## config.mk

```make
export PLATFORM = sky130hd
export DESIGN_NAME = pitch_to_note_run_segmenter
export DESIGN_NICKNAME = d
export VERILOG_FILES = /design/src/design/p2n_pkg.sv /design/src/design/p2n_front.sv /design/src/design/p2n_queue.sv /design/src/design/p2n_back.sv /design/src/design/pitch_to_note_run_segmenter.sv
export SDC_FILE = /design/constraint.sdc
export NUM_CORES = 1
export LEC_CHECK = 0
export ABC_AREA = 1
export BUFFER_PORTS_ARGS = -buffer_cell sky130_fd_sc_hd__buf_2
export CORE_UTILIZATION = 51
export DETAILED_ROUTE_END_ITERATION = 8
export GPL_TIMING_DRIVEN = 0
export HOLD_SLACK_MARGIN = 0.02
export PLACE_DENSITY = 0.79
export SLEW_MARGIN = 10
export SYNTH_ARGS = -nofsm -noshare
export SYNTH_HDL_FRONTEND = slang
export SYNTH_SLANG_ARGS = --single-unit
```

## constraint.sdc

```tcl
create_clock -name clk -period 6.6 [get_ports clk]
set_clock_uncertainty 0.1 [all_clocks]
set_input_delay 0.33 -clock clk [delete_from_list [all_inputs] [get_ports clk]]
set_output_delay 0.33 -clock clk [all_outputs]
set_load 0.01 [all_outputs]
```

## src/design/p2n_pkg.sv

```systemverilog
// Package with the shared types and constants of the pitch-to-note run segmenter.
package p2n_pkg;

    // Width of a note index. Index NUM_BOUNDARIES - 1, the top one, means no note.
    localparam int unsigned NOTE_W = 6;

    // Width of a boundary in Q12.4 Hz, wide enough for up to 64 boundaries.
    localparam int unsigned BOUND_W = 17;

    // Tones of the lowest octave in Hz; boundary x is (tone - 10) << (x / 12 + 3).
    localparam int unsigned BASE_TONE [12] = '{
        261, 277, 293, 311, 329, 349, 370, 392, 415, 440, 466, 493
    };
    localparam int unsigned TONE_OFFSET = 10;
    localparam int unsigned TONES_PER_OCTAVE = 12;
    localparam int unsigned FRAC_SHIFT = 3;

    // Configuration register indexes.
    localparam int unsigned REG_IDX_W = 1;
    localparam logic [REG_IDX_W-1:0] REG_MIN_DURATION = 1'b0;
    localparam logic [7:0] MIN_DURATION_RESET = 8'd2;

    // Queue between the classifier and the run tracker.
    localparam int unsigned QUEUE_DEPTH = 2;
    localparam int unsigned QPTR_W = $clog2(QUEUE_DEPTH);
    localparam int unsigned QCNT_W = $clog2(QUEUE_DEPTH + 1);

    typedef struct packed {
        logic [NOTE_W-1:0] note;
        logic              last;
    } queue_item_t;

endpackage

```

## src/design/p2n_front.sv

```systemverilog
// Front end: accepts pitch requests and quantizes each one to a note index.
module p2n_front #(
    parameter int unsigned NUM_BOUNDARIES = 48
) (
    input  logic                 pitch_valid,
    output logic                 pitch_ready,
    input  logic [15:0]          freq,
    input  logic                 last,
    input  logic                 queue_full,
    output logic                 push,
    output p2n_pkg::queue_item_t push_item
);
    import p2n_pkg::*;

    localparam logic [NOTE_W-1:0] NO_NOTE = NOTE_W'(NUM_BOUNDARIES - 1);

    logic [NUM_BOUNDARIES-1:0] ge;
    logic [NUM_BOUNDARIES-2:0] hit;
    logic [BOUND_W-1:0]        freq_ext;
    logic [NOTE_W-1:0]         note_idx;

    assign freq_ext = BOUND_W'(freq);

    // Boundaries rise monotonically, so the compare bits form a thermometer code.
    for (genvar g = 0; g < NUM_BOUNDARIES; g++) begin : g_cmp
        localparam int unsigned OCT  = g / TONES_PER_OCTAVE;
        localparam int unsigned TONE = g % TONES_PER_OCTAVE;
        localparam logic [BOUND_W-1:0] BOUND =
            BOUND_W'((BASE_TONE[TONE] - TONE_OFFSET) << (OCT + FRAC_SHIFT));
        assign ge[g] = (freq_ext >= BOUND);
    end

    for (genvar h = 0; h < NUM_BOUNDARIES - 1; h++) begin : g_hit
        assign hit[h] = ge[h] & ~ge[h+1];
    end

    always_comb
    begin
        note_idx = '0;
        for (int i = 0; i < NUM_BOUNDARIES - 1; i++)
        begin
            if (hit[i])
            begin
                note_idx = note_idx | NOTE_W'(i);
            end
        end
        if (hit == '0)
        begin
            note_idx = NO_NOTE;
        end
    end

    assign pitch_ready    = ~queue_full;
    assign push           = pitch_valid & ~queue_full;
    assign push_item.note = note_idx;
    assign push_item.last = last;

endmodule

```

## src/design/p2n_queue.sv

```systemverilog
// Short queue that decouples the classifier from the run tracker.
module p2n_queue (
    input  logic                 clk,
    input  logic                 rst_n,
    input  logic                 push,
    input  p2n_pkg::queue_item_t push_item,
    input  logic                 pop,
    output p2n_pkg::queue_item_t pop_item,
    output logic                 full,
    output logic                 not_empty
);
    import p2n_pkg::*;

    queue_item_t       mem_reg [QUEUE_DEPTH];
    logic [QPTR_W-1:0] wr_ptr_reg, wr_ptr_next;
    logic [QPTR_W-1:0] rd_ptr_reg, rd_ptr_next;
    logic [QCNT_W-1:0] count_reg, count_next;

    assign full      = (count_reg == QCNT_W'(QUEUE_DEPTH));
    assign not_empty = (count_reg != '0);
    assign pop_item  = mem_reg[rd_ptr_reg];

    always_comb
    begin
        wr_ptr_next = wr_ptr_reg;
        rd_ptr_next = rd_ptr_reg;
        count_next  = count_reg;
        if (push)
        begin
            wr_ptr_next = (wr_ptr_reg == QPTR_W'(QUEUE_DEPTH - 1)) ? '0 : wr_ptr_reg + 1'b1;
        end
        if (pop)
        begin
            rd_ptr_next = (rd_ptr_reg == QPTR_W'(QUEUE_DEPTH - 1)) ? '0 : rd_ptr_reg + 1'b1;
        end
        if (push && !pop)
        begin
            count_next = count_reg + 1'b1;
        end
        else if (pop && !push)
        begin
            count_next = count_reg - 1'b1;
        end
    end

    always_ff @(posedge clk or negedge rst_n)
    begin
        if (!rst_n)
        begin
            wr_ptr_reg <= '0;
            rd_ptr_reg <= '0;
            count_reg  <= '0;
        end
        else
        begin
            wr_ptr_reg <= wr_ptr_next;
            rd_ptr_reg <= rd_ptr_next;
            count_reg  <= count_next;
        end
    end

    always_ff @(posedge clk)
    begin
        if (push)
        begin
            mem_reg[wr_ptr_reg] <= push_item;
        end
    end

endmodule

```

## src/design/p2n_back.sv

```systemverilog
// Back end: tracks the current run and registers each kept run, and each end of stream, as a result.
module p2n_back #(
    parameter int unsigned DURATION_BITS = 16
) (
    input  logic                       clk,
    input  logic                       rst_n,
    input  logic                       item_valid,
    input  p2n_pkg::queue_item_t       item,
    output logic                       pop,
    input  logic [7:0]                 min_duration,
    output logic                       note_valid,
    input  logic                       note_ready,
    output logic [p2n_pkg::NOTE_W-1:0] note,
    output logic [DURATION_BITS-1:0]   duration,
    output logic                       stream_end,
    output logic                       empty_res
);
    import p2n_pkg::*;

    localparam logic [DURATION_BITS-1:0] DUR_MAX = '1;
    localparam logic [DURATION_BITS-1:0] DUR_ONE = DURATION_BITS'(1);

    logic [NOTE_W-1:0]        run_note_reg, run_note_next;
    logic [DURATION_BITS-1:0] run_length_reg, run_length_next;
    logic                     run_active_reg, run_active_next;
    logic                     any_emitted_reg, any_emitted_next;

    logic                     res_valid_reg, res_valid_next;
    logic [NOTE_W-1:0]        res_note_reg, res_note_next;
    logic [DURATION_BITS-1:0] res_dur_reg, res_dur_next;
    logic                     res_end_reg, res_end_next;
    logic                     res_empty_reg, res_empty_next;

    logic [DURATION_BITS-1:0] min_ext;
    logic                     change;
    logic                     keep_prev;
    logic                     have;

    assign min_ext = DURATION_BITS'(min_duration);
    assign pop     = item_valid & (~res_valid_reg | note_ready);

    always_comb
    begin
        run_note_next    = run_note_reg;
        run_length_next  = run_length_reg;
        run_active_next  = run_active_reg;
        any_emitted_next = any_emitted_reg;
        res_valid_next   = res_valid_reg & ~note_ready;
        res_note_next    = res_note_reg;
        res_dur_next     = res_dur_reg;
        res_end_next     = res_end_reg;
        res_empty_next   = res_empty_reg;

        change    = run_active_reg & (item.note != run_note_reg);
        keep_prev = ~any_emitted_reg | (run_length_reg >= min_ext);
        have      = change & keep_prev;

        if (pop)
        begin
            if (change)
            begin
                run_note_next    = item.note;
                run_length_next  = DUR_ONE;
                any_emitted_next = any_emitted_reg | keep_prev;
            end
            else if (run_active_reg)
            begin
                if (run_length_reg != DUR_MAX)
                begin
                    run_length_next = run_length_reg + DUR_ONE;
                end
            end
            else
            begin
                run_note_next   = item.note;
                run_length_next = DUR_ONE;
                run_active_next = 1'b1;
            end

            res_valid_next = have | item.last;
            res_end_next   = item.last;
            res_empty_next = 1'b0;
            res_note_next  = run_note_reg;
            res_dur_next   = run_length_reg;

            if (item.last)
            begin
                // Without a closed previous run, the final run goes out if it is kept, else an empty result.
                if (!have)
                begin
                    if (!any_emitted_reg || (run_length_next >= min_ext))
                    begin
                        res_note_next = run_note_next;
                        res_dur_next  = run_length_next;
                    end
                    else
                    begin
                        res_note_next  = '0;
                        res_dur_next   = '0;
                        res_empty_next = 1'b1;
                    end
                end
                run_note_next    = '0;
                run_length_next  = '0;
                run_active_next  = 1'b0;
                any_emitted_next = 1'b0;
            end
        end
    end

    always_ff @(posedge clk or negedge rst_n)
    begin
        if (!rst_n)
        begin
            run_note_reg    <= '0;
            run_length_reg  <= '0;
            run_active_reg  <= 1'b0;
            any_emitted_reg <= 1'b0;
            res_valid_reg   <= 1'b0;
        end
        else
        begin
            run_note_reg    <= run_note_next;
            run_length_reg  <= run_length_next;
            run_active_reg  <= run_active_next;
            any_emitted_reg <= any_emitted_next;
            res_valid_reg   <= res_valid_next;
        end
    end

    always_ff @(posedge clk)
    begin
        res_note_reg  <= res_note_next;
        res_dur_reg   <= res_dur_next;
        res_end_reg   <= res_end_next;
        res_empty_reg <= res_empty_next;
    end

    assign note_valid = res_valid_reg;
    assign note       = res_note_reg;
    assign duration   = res_dur_reg;
    assign stream_end = res_end_reg;
    assign empty_res  = res_empty_reg;

endmodule

```

## src/design/pitch_to_note_run_segmenter.sv

```systemverilog
// Top level of the pitch-to-note run segmenter: register port, front end, queue, back end.
//
//   Channel   Handshake                 Payload
//   pitch     pitch_valid/pitch_ready   freq[15:0], last
//   note      note_valid/note_ready     note[5:0], duration, stream_end, empty_res
//   config    APB psel/penable/pready   paddr[2:0], pwdata/prdata[31:0]
//
// One request is taken every cycle as long as the two-entry queue has room.
// A taken request is first written into the queue; the run tracker then pops it and
// registers any result that it produces, so no request turns into a result at the
// edge where it is taken.
// The run tracker advances one queued request per cycle while the result register is
// empty or its result is being taken, so a stalled note channel backs up the queue
// first and only then drops pitch_ready. Reset clears the run state, the queue and the
// result valid flag at once and sets min_duration to 2; no clearing pass is needed.
module pitch_to_note_run_segmenter #(
    parameter int unsigned NUM_BOUNDARIES = 48,
    parameter int unsigned DURATION_BITS  = 16
) (
    input  logic                       clk,
    input  logic                       rst_n,

    input  logic                       psel,
    input  logic                       penable,
    input  logic                       pwrite,
    input  logic [2:0]                 paddr,
    input  logic [31:0]                pwdata,
    output logic [31:0]                prdata,
    output logic                       pready,

    input  logic                       pitch_valid,
    output logic                       pitch_ready,
    input  logic [15:0]                freq,
    input  logic                       last,

    output logic                       note_valid,
    input  logic                       note_ready,
    output logic [p2n_pkg::NOTE_W-1:0] note,
    output logic [DURATION_BITS-1:0]   duration,
    output logic                       stream_end,
    output logic                       empty_res
);
    import p2n_pkg::*;

    logic [7:0]           min_duration_reg, min_duration_next;
    logic [REG_IDX_W-1:0] reg_idx;
    logic                 cfg_write;

    logic                 push;
    logic                 pop;
    logic                 queue_full;
    logic                 queue_not_empty;
    queue_item_t          push_item;
    queue_item_t          pop_item;

    // Registers sit on 32-bit words; the byte offset bits are ignored.
    assign reg_idx   = paddr[2 +: REG_IDX_W];
    assign cfg_write = psel & penable & pwrite & pready;
    assign pready    = 1'b1;

    always_comb
    begin
        min_duration_next = min_duration_reg;
        if (cfg_write && (reg_idx == REG_MIN_DURATION))
        begin
            min_duration_next = pwdata[7:0];
        end
    end

    always_comb
    begin
        case (reg_idx)
            REG_MIN_DURATION: prdata = {24'd0, min_duration_reg};
            default:          prdata = '0;
        endcase
    end

    always_ff @(posedge clk or negedge rst_n)
    begin
        if (!rst_n)
        begin
            min_duration_reg <= MIN_DURATION_RESET;
        end
        else
        begin
            min_duration_reg <= min_duration_next;
        end
    end

    // The front end quantizes each request against the boundary table combinationally.
    p2n_front #(
        .NUM_BOUNDARIES (NUM_BOUNDARIES)
    ) u_front (
        .pitch_valid (pitch_valid),
        .pitch_ready (pitch_ready),
        .freq        (freq),
        .last        (last),
        .queue_full  (queue_full),
        .push        (push),
        .push_item   (push_item)
    );

    // The queue lets the pitch side keep moving while a result waits to be taken.
    p2n_queue u_queue (
        .clk       (clk),
        .rst_n     (rst_n),
        .push      (push),
        .push_item (push_item),
        .pop       (pop),
        .pop_item  (pop_item),
        .full      (queue_full),
        .not_empty (queue_not_empty)
    );

    // The back end extends or closes the current run and registers any result.
    p2n_back #(
        .DURATION_BITS (DURATION_BITS)
    ) u_back (
        .clk          (clk),
        .rst_n        (rst_n),
        .item_valid   (queue_not_empty),
        .item         (pop_item),
        .pop          (pop),
        .min_duration (min_duration_reg),
        .note_valid   (note_valid),
        .note_ready   (note_ready),
        .note         (note),
        .duration     (duration),
        .stream_end   (stream_end),
        .empty_res    (empty_res)
    );

endmodule

```

==> metrics.yaml <==
ant_nets: 0
yosys.area.top_type: "edfxtp_1"
grt_max_degree: 38
timing.final.ws_setup_ns: 2.88
setup_viol: 0
post-place-ws_ns: 2.96
die_area_mm2: 0.0127
r2r-start: "u_back.run_length_reg[1]$_DFFE_PN0P_"
syn_area_mm2: 0.00625
clk_latency_ns: 0.34
syn_inst: 935
drive_gt1_share_pct: 16.7
portBuffers: 59
power_density_mw_per_mm2: 299
critPathRequiredTime_ns: 6.59
gp_congestion: 1.01
hold_viol: 0
core_area_mm2: 0.0120
cts_tree: "yes"
r2r_end: "u_back.duration[3]$_DFFE_PP_"
holdWs_ns: 0.0252
via_per_inst: 5.43
ios: 118
peakVddDrop_mv: 0.154
die_h_um: 113
routedWlPerCell_um: 15.0
fin_crit_ns: 3.72
cp_max_fo: 10
finish.utilization_pct: 59.2
slew_violations: 0
fmax_mhz: 269
max_slew_margin_pct: 39.6
final_cells: 1181
post_cts_buffers: 0
synthFlopType: "edfxtp_1"
cpMostUsedCell: "nand2_1"
synthTopCellsByArea: "edfxtp_1, nand2_1, dfrtp_1"
synth-edff-count: 38
worst_setup_path_start_kind: "flop"
cts.htree.levels: 3
leakagePower_nw: 3.72
cts_root_buf: "clkbuf_16"
dpl.cell_count: 1164
grt_use_total_pct: 28.9
fin_crit_sh_pct: 56.4
rows: 40
rsz0062_at_grt: "no"
critical_path_depth: 27
final_area_mm2: 0.00708
drv_cap: 0
dpl.hpwl_um: 13700
drc_errors: 0
cts_buffer_depth: 2
die_w_um: 113
antenna_found_initial: 1
ys_types: 44
finalSetupTns_ns: 0
tightest_slew_ns: 0.906
nets: 1105
crit_path_max_incr_delay_ns: 0.48
path_delay_family: "simple AND/OR/NAND/NOR gates"
start_util_pct: 52.3
cp-end-kind: "flop"
hold_path.class: "input pin to async pin"
clkSinkCount: 75
async_reset_ff_share_pct: 49.3
grt_pass1_wl_um: 28500
status: "completed"
syn2layout_area_growth_pct: 13.3
place_area_mm2: 0.00682
hold_buffers: 0
numCtsBuffers: 9
drt_iter0_markers: 452
power_mw: 2.11
syn_area_per_cell_um2: 6.69
grt.overflow.total: 0
cts_resized: 0
use_met3_pct: 3.80
ys_seq_area_share_pct: 33.1
crit_path_end: "u_back.duration[3]$_DFFE_PP_"
reg2regPathDepth: 27
cp-startpoint: "u_back.run_length_reg[1]$_DFFE_PN0P_"
gr-usage-met1_pct: 33.3
drt_wl_total_um: 17700
setup.reg_to_reg.worst_slack_ns: 2.88
met2_usage_pct: 49.2
firstDrtPassIters: 5
busiest_layer: "met2"
path_clk_slew_ns: 0.05
num_vias: 6414
synth_top_area_share_pct: 18.3
path_buf_inv: 5
ys_warn_count: 0
cp_data_arrival_time_ns: 3.71
ys_seq_elements: 75
worstSetupPathType: "flop to flop"
slowest_stage: "dfrtp_1"
grt_pass1_vias: 5915
==> layout by cell type (no fill, tap or decap), types with 28 or more instances in the layout <==
cell type and n:
dfrtp_1 36, nand2_1 263, nor2_1 127, o21ai_0 34
a21oi_1 38, inv_1 112, nand4_1 28, nand3_1 80
edfxtp_1 38, buf_2 67
==> worst min path at each step <==
stage / startpoint / endpoint / slack (ns) / cells past startpoint
2_1_floorplan: rst_n / min_duration_reg[0]$_DFFE_PN0P_ / -0.07 / 0
3_3_place_gp: u_queue.count_reg[0]$_DFFE_PN0P_ / u_queue.count_reg[0]$_DFFE_PN0P_ / 0.37 / 1
3_5_place_dp: u_queue.count_reg[0]$_DFFE_PN0P_ / u_queue.count_reg[0]$_DFFE_PN0P_ / 0.37 / 1
4_1_cts: rst_n / min_duration_reg[5]$_DFFE_PN0P_ / 0.07 / 1
5_1_grt: last / u_queue.mem_reg[0][0]$_DFFE_PP_ / 0.08 / 1
6_report: rst_n / min_duration_reg[4]$_DFFE_PN0P_ / 0.03 / 1
==> Yosys cell counts (3+ instances only) <==
library cell,number
nor2_2,5
dfrtp_1,36
xor2_1,3
o22ai_1,21
buf_6,3
buf_2,8
a21oi_1,38
nor2_1,127
nand2_1,263
o21ai_1,5
nand3_2,6
inv_1,112
o21ai_0,34
nand2_2,27
nand2_4,7
clkbuf_1,5
nand3_1,80
edfxtp_1,38
ha_1,18
nor3_1,7
nand4_1,28
and2_1,3
nor2_4,4
buf_4,27
inv_2,7
==> layer usage <==
metal  wire (µm)  vias up  part of all wire, %
met1        7070     2861                   40
li1            -     3185                    -
met3        1070       81                  6.0
met4        1040        0                  5.9
met5           0        -                    0
met2        8560      287                   48
==> report_power, final <==
group | internal (mW) | total, mW | switching [mW]
Combinational | 0.308 | 0.962 | 0.654
Clock | 0.248 | 0.427 | 0.179
Sequential | 0.667 | 0.724 | 0.0570
==> layout make-up <==
class                      count  area (µm²)
clock inverter                 7        35.0
sequential                    75        2070
tap                          147         184
fill                        1147        4880
buffer                        44         317
antenna                        1        2.50
inverter                     120         450
timing repair buffer          59         295
multi-input combinational    719        3500
clock buffer                   9         225
==> cells by family (layout without fill, tap and decap cells) <==
group                      Yosys count  in the layout  share of synthesized area, %
adders and majority gates           18             18                          3.60
buffers and inverters              164            239                          12.2
AOI/OAI and AO/OA                  109            109                          9.67
other                                2             26                         0.120
DFF                                 75             75                          33.1
xor gates and xnor gates             4              4                         0.561
and+or+nand+nor                    563            563                          40.7
(Power assumes the default switching activity.)
